`src/sv/crwd_pkg.sv`:
```
package crwd_pkg;

   localparam int TABLE_DEPTH = 16;
   localparam int IDX_W = (TABLE_DEPTH > 1) ? $clog2(TABLE_DEPTH) : 1;
   localparam int CNT_W = $clog2(TABLE_DEPTH + 1);

   localparam logic [1:0] MODE_ADD = 2'd0;
   localparam logic [1:0] MODE_REQUEST = 2'd1;
   localparam logic [1:0] MODE_DONE = 2'd2;

   localparam logic [2:0] ST_OK = 3'd0;
   localparam logic [2:0] ST_EMPTY = 3'd1;
   localparam logic [2:0] ST_FULL = 3'd2;
   localparam logic [2:0] ST_INVALID = 3'd3;
   localparam logic [2:0] ST_NOWORK = 3'd4;
   localparam logic [2:0] ST_UNKNOWN = 3'd5;

   typedef enum logic [2:0] {
      S_IDLE,
      S_SCAN,
      S_DIV,
      S_GRANT,
      S_UPD,
      S_OUT
   } state_type;

   typedef struct packed {
      logic       capture;
      logic       scan_next;
      logic       div_init;
      logic       div_step;
      logic       write_add;
      logic       write_grant;
      logic       write_done;
      logic       res_load;
      logic [2:0] res_status;
      logic       res_fin;
      logic       rsp_load;
   } cmd_type;

   typedef struct packed {
      logic [1:0] mode;
      logic       empty_range;
      logic       bad_range;
      logic       scan_hit;
      logic       scan_end;
      logic       table_full;
      logic       div_last;
      logic       done_finish;
      logic       rsp_busy;
   } stat_type;

endpackage

```
`src/sv/crwd_ctrl.sv`:
```
module crwd_ctrl (
   input  logic              clock,
   input  logic              reset,
   input  logic              req_valid,
   output logic              req_stall,
   input  crwd_pkg::stat_type stat,
   output crwd_pkg::cmd_type  cmd
);
   import crwd_pkg::*;

   state_type state_ff, state_in;

   always_ff @(posedge clock) begin
      if (reset) begin
         state_ff <= S_IDLE;
      end else begin
         state_ff <= state_in;
      end
   end

   always_comb begin
      state_in = state_ff;
      cmd = '0;
      req_stall = (state_ff != S_IDLE);
      case (state_ff)
         S_IDLE: begin
            if (req_valid) begin
               cmd.capture = 1'b1;
               state_in = S_SCAN;
            end
         end
         S_SCAN: begin
            case (stat.mode)
               MODE_ADD: begin
                  if (stat.empty_range) begin
                     cmd.res_load = 1'b1;
                     cmd.res_status = ST_EMPTY;
                     cmd.res_fin = 1'b1;
                     state_in = S_OUT;
                  end else if (stat.bad_range || stat.scan_hit) begin
                     cmd.res_load = 1'b1;
                     cmd.res_status = ST_INVALID;
                     state_in = S_OUT;
                  end else if (stat.scan_end) begin
                     cmd.res_load = 1'b1;
                     if (stat.table_full) begin
                        cmd.res_status = ST_FULL;
                     end else begin
                        cmd.res_status = ST_OK;
                        cmd.write_add = 1'b1;
                     end
                     state_in = S_OUT;
                  end else begin
                     cmd.scan_next = 1'b1;
                  end
               end
               MODE_REQUEST: begin
                  if (stat.scan_hit) begin
                     cmd.div_init = 1'b1;
                     state_in = S_DIV;
                  end else if (stat.scan_end) begin
                     cmd.res_load = 1'b1;
                     cmd.res_status = ST_NOWORK;
                     state_in = S_OUT;
                  end else begin
                     cmd.scan_next = 1'b1;
                  end
               end
               MODE_DONE: begin
                  if (stat.scan_hit) begin
                     state_in = S_UPD;
                  end else if (stat.scan_end) begin
                     cmd.res_load = 1'b1;
                     cmd.res_status = ST_UNKNOWN;
                     state_in = S_OUT;
                  end else begin
                     cmd.scan_next = 1'b1;
                  end
               end
               default: begin
                  cmd.res_load = 1'b1;
                  cmd.res_status = ST_INVALID;
                  state_in = S_OUT;
               end
            endcase
         end
         S_DIV: begin
            cmd.div_step = 1'b1;
            if (stat.div_last) begin
               state_in = S_GRANT;
            end
         end
         S_GRANT: begin
            cmd.write_grant = 1'b1;
            cmd.res_load = 1'b1;
            cmd.res_status = ST_OK;
            state_in = S_OUT;
         end
         S_UPD: begin
            cmd.write_done = 1'b1;
            cmd.res_load = 1'b1;
            cmd.res_status = ST_OK;
            cmd.res_fin = stat.done_finish;
            state_in = S_OUT;
         end
         S_OUT: begin
            if (!stat.rsp_busy) begin
               cmd.rsp_load = 1'b1;
               state_in = S_IDLE;
            end
         end
         default: begin
            state_in = S_IDLE;
         end
      endcase
   end

endmodule

```
`src/sv/crwd_datapath.sv`:
```
module crwd_datapath (
   input  logic               clock,
   input  logic               reset,
   input  logic [1:0]         req_mode,
   input  logic [7:0]         req_task_id,
   input  logic               req_filter_enable,
   input  logic [31:0]        req_range_begin,
   input  logic [31:0]        req_range_end,
   input  logic [31:0]        req_done_count,
   input  logic               csr_write_enable,
   input  logic [6:0]         csr_write_data,
   input  crwd_pkg::cmd_type  cmd,
   output crwd_pkg::stat_type stat,
   output logic               rsp_valid,
   input  logic               rsp_stall,
   output logic [2:0]         rsp_status,
   output logic               rsp_granted,
   output logic [7:0]         rsp_granted_task,
   output logic [31:0]        rsp_chunk_begin,
   output logic [31:0]        rsp_chunk_end,
   output logic               rsp_task_finished
);
   import crwd_pkg::*;

   logic [6:0]  workers_ff;
   logic [1:0]  mode_ff;
   logic [7:0]  tag_ff;
   logic        filt_ff;
   logic [31:0] begin_ff, end_ff, done_ff;

   logic [7:0]  etag_ff [TABLE_DEPTH];
   logic [31:0] estart_ff [TABLE_DEPTH];
   logic [31:0] elen_ff [TABLE_DEPTH];
   logic [31:0] eiss_ff [TABLE_DEPTH];
   logic [31:0] efin_ff [TABLE_DEPTH];
   logic [CNT_W-1:0] fill_ff;
   logic [CNT_W-1:0] idx_ff;

   logic [31:0] dq_ff;
   logic [6:0]  rem_ff;
   logic [4:0]  dcnt_ff;

   logic [2:0]  res_status_ff;
   logic        res_fin_ff, res_grant_ff;
   logic [7:0]  res_task_ff;
   logic [31:0] res_cb_ff, res_ce_ff;

   logic        rsp_valid_ff;
   logic [2:0]  rsp_status_ff;
   logic        rsp_granted_ff, rsp_fin_ff;
   logic [7:0]  rsp_task_ff;
   logic [31:0] rsp_cb_ff, rsp_ce_ff;

   logic [IDX_W-1:0] ridx;
   logic [7:0]  cur_tag;
   logic [31:0] cur_start, cur_len, cur_iss, cur_fin;
   logic        in_table, match;
   logic [6:0]  wdiv;
   logic [7:0]  trial;
   logic        qbit;
   logic [6:0]  rem_in;
   logic [31:0] part, need, cb;
   logic [32:0] sum_wide;
   logic [31:0] sum_sat;

   assign ridx = idx_ff[IDX_W-1:0];
   assign cur_tag = etag_ff[ridx];
   assign cur_start = estart_ff[ridx];
   assign cur_len = elen_ff[ridx];
   assign cur_iss = eiss_ff[ridx];
   assign cur_fin = efin_ff[ridx];
   assign in_table = (idx_ff < fill_ff);

   always_comb begin
      case (mode_ff)
         MODE_REQUEST: match = (!filt_ff || cur_tag == tag_ff) && (cur_iss < cur_len);
         default: match = (cur_tag == tag_ff);
      endcase
   end

   assign wdiv = (workers_ff == 7'd0) ? 7'd1 : workers_ff;
   assign trial = {rem_ff, dq_ff[31]};
   assign qbit = (trial >= {1'b0, wdiv});
   assign rem_in = qbit ? 7'(trial - {1'b0, wdiv}) : trial[6:0];

   assign need = cur_len - cur_iss;
   always_comb begin
      part = (dq_ff == 32'd0) ? 32'd1 : dq_ff;
      if (part > need) begin
         part = need;
      end
   end
   assign cb = cur_start + cur_iss;

   assign sum_wide = {1'b0, cur_fin} + {1'b0, done_ff};
   assign sum_sat = sum_wide[32] ? 32'hFFFF_FFFF : sum_wide[31:0];

   always_comb begin
      stat.mode = mode_ff;
      stat.empty_range = (begin_ff == end_ff);
      stat.bad_range = (begin_ff > end_ff);
      stat.scan_hit = in_table && match;
      stat.scan_end = !in_table;
      stat.table_full = (fill_ff == CNT_W'(TABLE_DEPTH));
      stat.div_last = (dcnt_ff == 5'd31);
      stat.done_finish = (sum_sat >= cur_len);
      stat.rsp_busy = rsp_valid_ff && rsp_stall;
   end

   always_ff @(posedge clock) begin
      if (reset) begin
         workers_ff <= 7'd1;
      end else if (csr_write_enable) begin
         workers_ff <= csr_write_data;
      end
   end

   always_ff @(posedge clock) begin
      if (cmd.capture) begin
         mode_ff <= req_mode;
         tag_ff <= req_task_id;
         filt_ff <= req_filter_enable;
         begin_ff <= req_range_begin;
         end_ff <= req_range_end;
         done_ff <= req_done_count;
      end
   end

   always_ff @(posedge clock) begin
      if (cmd.capture) begin
         idx_ff <= '0;
      end else if (cmd.scan_next) begin
         idx_ff <= idx_ff + CNT_W'(1);
      end
   end

   always_ff @(posedge clock) begin
      if (cmd.div_init) begin
         dq_ff <= cur_len;
         rem_ff <= '0;
         dcnt_ff <= '0;
      end else if (cmd.div_step) begin
         dq_ff <= {dq_ff[30:0], qbit};
         rem_ff <= rem_in;
         dcnt_ff <= dcnt_ff + 5'd1;
      end
   end

   always_ff @(posedge clock) begin
      if (reset) begin
         fill_ff <= '0;
      end else if (cmd.write_add) begin
         fill_ff <= fill_ff + CNT_W'(1);
      end else if (cmd.write_done && stat.done_finish) begin
         fill_ff <= fill_ff - CNT_W'(1);
      end
   end

   // table: append at the fill point, drop by shifting later entries down
   always_ff @(posedge clock) begin
      if (cmd.write_add) begin
         etag_ff[fill_ff[IDX_W-1:0]] <= tag_ff;
         estart_ff[fill_ff[IDX_W-1:0]] <= begin_ff;
         elen_ff[fill_ff[IDX_W-1:0]] <= end_ff - begin_ff;
         eiss_ff[fill_ff[IDX_W-1:0]] <= '0;
         efin_ff[fill_ff[IDX_W-1:0]] <= '0;
      end else if (cmd.write_grant) begin
         eiss_ff[ridx] <= cur_iss + part;
      end else if (cmd.write_done) begin
         if (stat.done_finish) begin
            for (int i = 0; i < TABLE_DEPTH - 1; i++) begin
               if (IDX_W'(i) >= ridx) begin
                  etag_ff[i] <= etag_ff[i + 1];
                  estart_ff[i] <= estart_ff[i + 1];
                  elen_ff[i] <= elen_ff[i + 1];
                  eiss_ff[i] <= eiss_ff[i + 1];
                  efin_ff[i] <= efin_ff[i + 1];
               end
            end
         end else begin
            efin_ff[ridx] <= sum_sat;
         end
      end
   end

   always_ff @(posedge clock) begin
      if (cmd.capture) begin
         res_grant_ff <= 1'b0;
         res_task_ff <= '0;
         res_cb_ff <= '0;
         res_ce_ff <= '0;
      end else if (cmd.write_grant) begin
         res_grant_ff <= 1'b1;
         res_task_ff <= cur_tag;
         res_cb_ff <= cb;
         res_ce_ff <= cb + part;
      end
      if (cmd.res_load) begin
         res_status_ff <= cmd.res_status;
         res_fin_ff <= cmd.res_fin;
      end
   end

   always_ff @(posedge clock) begin
      if (reset) begin
         rsp_valid_ff <= 1'b0;
      end else if (cmd.rsp_load) begin
         rsp_valid_ff <= 1'b1;
      end else if (!rsp_stall) begin
         rsp_valid_ff <= 1'b0;
      end
   end

   always_ff @(posedge clock) begin
      if (cmd.rsp_load) begin
         rsp_status_ff <= res_status_ff;
         rsp_granted_ff <= res_grant_ff;
         rsp_task_ff <= res_task_ff;
         rsp_cb_ff <= res_cb_ff;
         rsp_ce_ff <= res_ce_ff;
         rsp_fin_ff <= res_fin_ff;
      end
   end

   assign rsp_valid = rsp_valid_ff;
   assign rsp_status = rsp_status_ff;
   assign rsp_granted = rsp_granted_ff;
   assign rsp_granted_task = rsp_task_ff;
   assign rsp_chunk_begin = rsp_cb_ff;
   assign rsp_chunk_end = rsp_ce_ff;
   assign rsp_task_finished = rsp_fin_ff;

endmodule

```
`src/sv/chunked_range_work_distributor.sv`:
```
// Work distributor over a table of 16 pending index ranges. One request at a
// time: the table is searched one entry per cycle. A work request that is
// served then goes through a bit-serial division of the range length by
// worker_count and a write of the granted chunk. A result waits in an output
// register; the next request is taken once the result has been loaded there,
// so a stalled result holds off the request after it. worker_count must be
// written through csr_ only while idle; the block itself does not enforce it.
module chunked_range_work_distributor (
   input  logic        clock,
   input  logic        reset,
   input  logic        req_valid,
   output logic        req_stall,
   input  logic [1:0]  req_mode,
   input  logic [7:0]  req_task_id,
   input  logic        req_filter_enable,
   input  logic [31:0] req_range_begin,
   input  logic [31:0] req_range_end,
   input  logic [31:0] req_done_count,
   output logic        rsp_valid,
   input  logic        rsp_stall,
   output logic [2:0]  rsp_status,
   output logic        rsp_granted,
   output logic [7:0]  rsp_granted_task,
   output logic [31:0] rsp_chunk_begin,
   output logic [31:0] rsp_chunk_end,
   output logic        rsp_task_finished,
   input  logic        csr_write_enable,
   input  logic [6:0]  csr_write_data
);
   import crwd_pkg::*;

   cmd_type  cmd;
   stat_type stat;

   crwd_ctrl u_ctrl (
      .clock     (clock),
      .reset     (reset),
      .req_valid (req_valid),
      .req_stall (req_stall),
      .stat      (stat),
      .cmd       (cmd)
   );

   crwd_datapath u_datapath (
      .clock             (clock),
      .reset             (reset),
      .req_mode          (req_mode),
      .req_task_id       (req_task_id),
      .req_filter_enable (req_filter_enable),
      .req_range_begin   (req_range_begin),
      .req_range_end     (req_range_end),
      .req_done_count    (req_done_count),
      .csr_write_enable  (csr_write_enable),
      .csr_write_data    (csr_write_data),
      .cmd               (cmd),
      .stat              (stat),
      .rsp_valid         (rsp_valid),
      .rsp_stall         (rsp_stall),
      .rsp_status        (rsp_status),
      .rsp_granted       (rsp_granted),
      .rsp_granted_task  (rsp_granted_task),
      .rsp_chunk_begin   (rsp_chunk_begin),
      .rsp_chunk_end     (rsp_chunk_end),
      .rsp_task_finished (rsp_task_finished)
   );

endmodule
```
`config.mk`:
```
export PLATFORM = sky130hd
export DESIGN_NAME = chunked_range_work_distributor
export DESIGN_NICKNAME = d
export VERILOG_FILES = /design/src/sv/crwd_pkg.sv /design/src/sv/crwd_ctrl.sv /design/src/sv/crwd_datapath.sv /design/src/sv/chunked_range_work_distributor.sv
export SDC_FILE = /design/constraint.sdc
export NUM_CORES = 2
export LEC_CHECK = 0
export ABC_AREA = 0
export BUFFER_PORTS_ARGS = -buffer_cell sky130_fd_sc_hd__buf_4
export CAP_MARGIN = 20
export CORE_ASPECT_RATIO = 0.5
export CORE_MARGIN = 2
export CORE_UTILIZATION = 40
export DETAILED_ROUTE_END_ITERATION = 12
export HOLD_SLACK_MARGIN = 0.02
export PLACE_DENSITY = 0.68
export RECOVER_POWER = 50
export SKIP_LAST_GASP = 1
export SLEW_MARGIN = 20
export SYNTH_ARGS = -nofsm -noshare
export SYNTH_HDL_FRONTEND = slang
export SYNTH_HIERARCHICAL = 1
export SYNTH_SLANG_ARGS = --single-unit
```
`constraint.sdc`:
```
create_clock -name clock -period 10.95 [get_ports clock]
set_clock_uncertainty 0.2 [all_clocks]
set_input_delay 3.285 -clock clock [delete_from_list [all_inputs] [get_ports clock]]
set_output_delay 3.285 -clock clock [all_outputs]
set_load 0.01 [all_outputs]
```
# After elaboration in Yosys (flattened, before gate mapping)
# Memories as Yosys holds them, arrays and structs flattened. A register that Yosys moved wholly into a read port is not among the register bits.
# Index checks and enable logic that the tools add are counted.
op_classes:
  n_lt_le_gt_ge: 21
  n_eq_ne: 15
  n_addsub: 11
  n_mux: 187
  reduce_logical: 24
ops:
  columns: ["cell", "n"]
  rows:
  - ["32-bit 2-to-1 mux", 11]
  - ["32-bit OR reduction", 6]
  - ["1-bit 2-to-1 mux", 131]
  - ["32-bit adder", 3]
  - ["4-bit 2-to-1 mux", 24]
  - ["32-bit greater-than comparator", 2]
  - ["32-bit subtractor", 2]
  - ["32-bit by 32-bit adder with 33-bit output", 1]
  - ["32-bit == test", 1]
  - ["32-bit >= comparator", 1]
  - ["32-bit zero test", 1]
  - ["32-bit less-than comparator", 1]
  - ["4-bit >= comparator (first input constant)", 7]
  - ["3-bit 2-to-1 mux", 8]
  - ["3-bit by 4-bit >= comparator with 1-bit output (first input constant)", 4]
  - ["5-bit by 1-bit adder with 5-bit output (second input constant)", 3]
  - ["3-bit case mux with 5 select lines", 1]
  - ["7-bit 2-to-1 mux", 2]
  - ["4-bit case mux with 3 select lines", 1]
  - ["5-bit == test (second input constant)", 2]
  - ["5-bit 2-to-1 mux", 2]
  - ["3-bit case mux with 3 select lines", 1]
  - ["8-bit == test", 1]
  - ["1-bit by 4-bit >= comparator with 1-bit output (first input constant)", 2]
  - ["27 further kinds", 40]
totals:
  word_cells: 289
  output_inout_bits: 79
  memories: 5
  in_bits: 119
  ff_bits: 326
  ram_bits: 2176
mem_list:
  columns: ["name", "depth", "width", "read_ports", "rd_ports_with_merged_regs", "write_ports", "line_no", "source"]
  rows:
  - ["u_datapath.efin_ff", 16, 32, 16, 1, 15, "crwd_datapath.sv:35", "logic [31:0] efin_ff [TABLE_DEPTH];"]
  - ["u_datapath.eiss_ff", 16, 32, 16, 1, 15, "crwd_datapath.sv:34", "logic [31:0] eiss_ff [TABLE_DEPTH];"]
  - ["u_datapath.elen_ff", 16, 32, 16, 1, 15, "crwd_datapath.sv:33", "logic [31:0] elen_ff [TABLE_DEPTH];"]
  - ["u_datapath.estart_ff", 16, 32, 16, 1, 15, "crwd_datapath.sv:32", "logic [31:0] estart_ff [TABLE_DEPTH];"]
  - ["u_datapath.etag_ff", 16, 8, 16, 1, 15, "crwd_datapath.sv:31", "logic [7:0] etag_ff [TABLE_DEPTH];"]

# Depth between registers and ports, before layout
depth:
  ltp_word: 15
  ltp_mapped: 45
  depth_no_buf: 37

# By module
# Netlist, hierarchy kept.
modules_own_cells:
  columns: ["mod", "area_each_um2", "seq_area_each_um2", "n_inst", "cells_each"]
  rows:
  - ["crwd_datapath", 125360.2, 74091.1, 1, 9320]
  - ["crwd_ctrl", 456.7, 60.1, 1, 70]

# Least setup slack after synthesis
# No wires, ideal clock.
synth_timing:
  kind: "flip-flop to flip-flop"
  startpoint: "reg (tool-made name)"
  endpoint: "mem u_datapath.elen_ff[13][0] (enable)"
  stages_incl_launch_ff: 35
  setup_slack_ns: -0.880
  arrival_time_ns: 10.488
  setup_time_ns: 1.142
  period_less_slack_ns: 11.830
  n_path_buf: 13
  path_cell_list: "dfxtp_1 > buf_2 > buf_2 > buf_2 > buf_2 > buf_2 > clkbuf_1 > mux4_2 > mux4_2 > ha_1 > a21o_1 > a21o_1 > a21o_1 > a221o_1 > a21oi_4 > o21a_1 > o21a_1 > buf_4 > buf_6 > buf_4 > clkbuf_1 > nand2_1 > ha_1 > a21o_1 > a21o_1 > a21o_1 > a221o_1 > a2111o_1 > a21oi_4 > a21o_1 > buf_2 > o21bai_1 > buf_2 > buf_2 > o21ai_0"
synth_lines:
  columns: ["element", "line_no"]
  rows:
  - ["to (decl)", "crwd_datapath.sv:33"]

==> impl_summary.log <==
[metrics] number of flops mapped to enable cells by yosys: 2396
[metrics] Layout area overhead: 11.9%
[metrics] yosys warns: 6
[metrics] sequential standard cell area: 74200 um^2
[metrics] proportion of netlist area held by the largest area contributor: 0.572
[metrics] CP Capture Type: flop
[metrics] All-Layer GR Usage: 0.241
[metrics] design area: 141000 um^2
[metrics] Period minus WS final: 10.55 ns
[metrics] number of violations of the max-capacitance limit: 12
[metrics] transition time of the tightest slew-check pin: 4.46 ns
[metrics] die footprint: 319000 um^2
[metrics] syn nets: 9798
[metrics] initial antenna violation count: 14
[metrics] combinational cell fraction of total power: 0.482
[metrics] dominant cells by area after synthesis: edfxtp_1, mux4_2, a21o_1, o21ai_0, nand2_1
[metrics] area occupied by multi-input gates: 48700 um^2
[metrics] Hold Crit Class: reg2reg
[metrics] number of design-rule violations left by the first detailed-router iteration: 11000
[metrics] Post-synth top flop: edfxtp_1
[metrics] switching share of power: 0.404
[metrics] outcome: finished with violations
[metrics] Max Slew Vio Count: 448
[metrics] Routed WL per cell: 28.7 um
[metrics] clock slew at reported path FFs: 0.06 ns
[metrics] post-route core utilization: 0.451
[metrics] number of storage elements in the synthesis netlist: 2506
[metrics] final setup violation count: 0
[metrics] share of synthesized cell area in full adder, half adder and majority cells: 0.0292
[metrics] Max VDD drop: 0.327 mV
[metrics] final estimated routing congestion in global placement: 0.973
[metrics] Req. time, crit path: 11.31 ns
[metrics] via total after detailed routing: 85000
[metrics] number of sinks on the clock net: 2506
[metrics] number of detailed-route iterations in the first pass: 6
[metrics] fraction of registers with async set/reset: 0
[metrics] CTS Buf Count: 240
[metrics] Die Span X: 797 um
[metrics] largest net degree at the start of global routing: 143
[metrics] Final Power: 42.3 mW
[metrics] violations in the final reports: max-capacitance violations, max-slew violations
[metrics] placed cell area: 133000 um^2
[metrics] layout cell share with drive strength beyond 1: 0.183
[metrics] Syn Inst Count: 9390
[metrics] post-synthesis cell type with the largest combined area: edfxtp_1
[metrics] starting utilization of the core area: 0.402
[metrics] clk buf depth: 4
[metrics] power share of the sequential group: 0.318
[metrics] Worst-Skew Late Latency: 0.94 ns
[metrics] final hold viol count: 0
[metrics] number of distinct standard cells referenced by the synthesized netlist: 94
[metrics] category of the most critical setup path: reg2reg
[metrics] synthesized cell area: 126000 um^2
[metrics] sequential area share after synthesis: 0.589
[metrics] count of antenna-violating nets left after detailed routing: 0
[metrics] floorplan row count: 145
[metrics] capturing point of the worst reg2reg path: u_datapath/elen_ff[13][19]
[metrics] setup tns final: 0 ns
[metrics] Avg Synthesized Cell Area: 13.4 um^2
[metrics] RSZ-0062 raised after global routing: true
[metrics] clock network fraction of total power: 0.200
[metrics] final HPWL from detailed placement: 244 mm
[metrics] capture endpoint of the worst hold path: u_datapath/rsp_chunk_begin[29]
[metrics] DRC Markers: 0
[metrics] routed vias/inst: 6.16
[metrics] power density normalized to cell area: 300 nW/um^2
[metrics] wire length of the first global-routing pass: 572 mm
[metrics] LEAKAGE: 53.6 nW
[metrics] clock tree from TritonCTS: yes
[metrics] kind of start point of the critical path: flop
[metrics] number of top-level design ports: 198
[metrics] Crit path largest cell delay: 0.70 ns
[metrics] net switching power: 17.1 mW
[metrics] CP Data Arrival Time: 10.91 ns
[metrics] vias in the first global route: 82100
[metrics] total of fill cells in the finished design: 27600
[metrics] height of the chip: 401 um
[metrics] Min-Delay Path Depth: 0
[metrics] number of cells in the finished layout apart from fillers: 13800
[metrics] Buffers on Ports: 197
[metrics] multiplexer share of the synthesized area: 0.143
[metrics] Max H-tree Level: 4
[metrics] Int Pwr: 25.2 mW
[metrics] cell count after placement: 13300
[metrics] simple-gate share of the synthesized area: 0.0634
[metrics] combinational family with the most area after synthesis: multiplexers
[metrics] post-synthesis share of cell area spent on xor and xnor gates: 0.0123
[metrics] post-synthesis compound-gate area fraction: 0.132
[metrics] Max Freq: 0.0947 GHz
[metrics] final critical-path share of the clock period: 0.964
[metrics] placeable core area: 313000 um^2
[metrics] Slew HR: -1.97
[metrics] most frequent cell on the critical path: a21o_1
[metrics] critical-path maximum fanout: 49
[metrics] total wire length after detailed routing: 396 mm
[metrics] number of nets in the final layout: 9808
[metrics] Hold Path Origin: u_datapath/res_cb_ff[29]
[metrics] minimum setup slack among reg-to-reg paths: 0.40 ns
[metrics] slowest cell on the critical path: a21o_1
[metrics] leftover overflow at the end of global routing: 0
[metrics] depth of the worst register-to-register path: 29
[metrics] Root Driver: clkbuf_16
==> area by class of cell <==
| type | instances | share of cell area |
|---|---|---|
| sequential | 2506 | 0.527 |
| multi-input combinational | 5932 | 0.346 |
| clock buffer | 287 | 0.0450 |
| tap | 4189 | 0.0372 |
| timing repair buffer | 508 | 0.0294 |
| clock inverter | 151 | 0.0103 |
| inverter | 212 | 0.00565 |
| antenna | 4 | 0.0000711 |
==> cells in the mapped netlist (11+ instances only) <==
master,number
a211o_1,11
a211oi_1,48
a21boi_0,11
a21o_1,1044
a21oi_1,235
a31oi_1,24
and2_1,26
and3_1,29
and4_1,12
buf_1,55
buf_2,106
buf_4,12
clkbuf_1,564
dfxtp_1,110
edfxtp_1,2396
ha_1,281
inv_1,210
mux2_2,205
mux2i_1,105
mux4_2,651
nand2_1,1267
nand2b_1,42
nand3_1,78
nand4_1,33
nor2_1,269
nor2b_1,42
nor3_1,42
nor4_1,18
o211ai_1,19
o21a_1,41
o21ai_0,1007
o21bai_1,24
o22ai_1,12
or2_2,11
or3_1,15
xnor2_1,93
xor2_1,84
==> placed cells by master (no fill, tap or decap), types with 210 or more instances in the layout <==
cell type and instances:
a21o_1 1044, a21oi_1 230, buf_4 238, clkbuf_16 243, edfxtp_1 2396, ha_1 281
inv_1 210, mux4_2 651, nand2_1 1266, nor2_1 254, o21ai_0 961
==> per-stage QoR <==
stage	hold slack [ns]	worst slack [ns]
finish	0.234	0.395
global route	0.239	-0.0200
CTS	0.235	0.106
detailed placement	0.217	0.160
global placement	0.210	0.158
floorplan	0.200	-0.740
==> power by group through the flow <==
stage	Combinational, mW	Clock, mW	Sequential (mW)
2_1_floorplan	13.1	0	13.5
3_3_place_gp	19.7	0	13.6
3_5_place_dp	19.9	0	13.6
4_1_cts	20.0	8.54	13.4
5_1_grt	21.7	8.89	13.6
6_report	20.4	8.45	13.4
==> flip-flops by register name, summed over array words and instances (netlist names), 8 cells and up, named ones only <==
register	count
u_datapath/begin_ff	32
u_datapath/done_ff	32
u_datapath/dq_ff	32
u_datapath/efin_ff	512
u_datapath/eiss_ff	512
u_datapath/elen_ff	512
u_datapath/end_ff	32
u_datapath/estart_ff	512
u_datapath/etag_ff	128
u_datapath/res_cb_ff	32
u_datapath/res_ce_ff	32
u_datapath/res_task_ff	8
u_datapath/rsp_chunk_begin	32
u_datapath/rsp_chunk_end	32
u_datapath/rsp_granted_task	8
u_datapath/tag_ff	8
==> kinds of logic after synthesis <==
group / after synthesis
compound gates: 2603
xor+xnor: 177
fa+ha+maj: 289
buf+inv: 952
flops: 2506
mux: 962
simple gates: 1901
==> timing repair <==
action	4_1_cts	5_1_grt
resized for setup	0	5
endpoints found under the hold margin	0	0
hold buffers	0	0
endpoints found under the setup margin	0	1840
setup buffers	0	4
==> metal layers <==
layer	GRT usage	share of wire	vias to the layer above
met4	0.0949	0.049	6
met1	0.332	0.39	43100
met3	0.0514	0.12	839
li1	-	-	35800
met5	0	0.00015	-
met2	0.373	0.44	5121
==> worst max path at each step <==
stage                                        to  from  slack (ns)  cells after the start
detailed placement  u_datapath/estart_ff[0][19]  flop        0.16                     28
floorplan              u_datapath/elen_ff[6][0]  flop       -0.74                     24
global route         u_datapath/eiss_ff[15][27]  flop       -0.02                     33
finish               u_datapath/elen_ff[13][19]  flop        0.40                     29
CTS                   u_datapath/elen_ff[0][27]  flop        0.11                     28
global placement    u_datapath/estart_ff[0][19]  flop        0.16                     28
==> critical path: cells and delay by family, from the launching register on <==
family                   cells  cell delay [ns]
AO/OA/AOI/OAI               17             5.46
flip-flops                   1             0.53
adder cells (fa/ha/maj)      3             1.15
buffers and inverters        5             1.75
multiplexers                 1             0.37
AND/OR/NAND/NOR              3             0.57
Power figures use the tool's default switching activity.
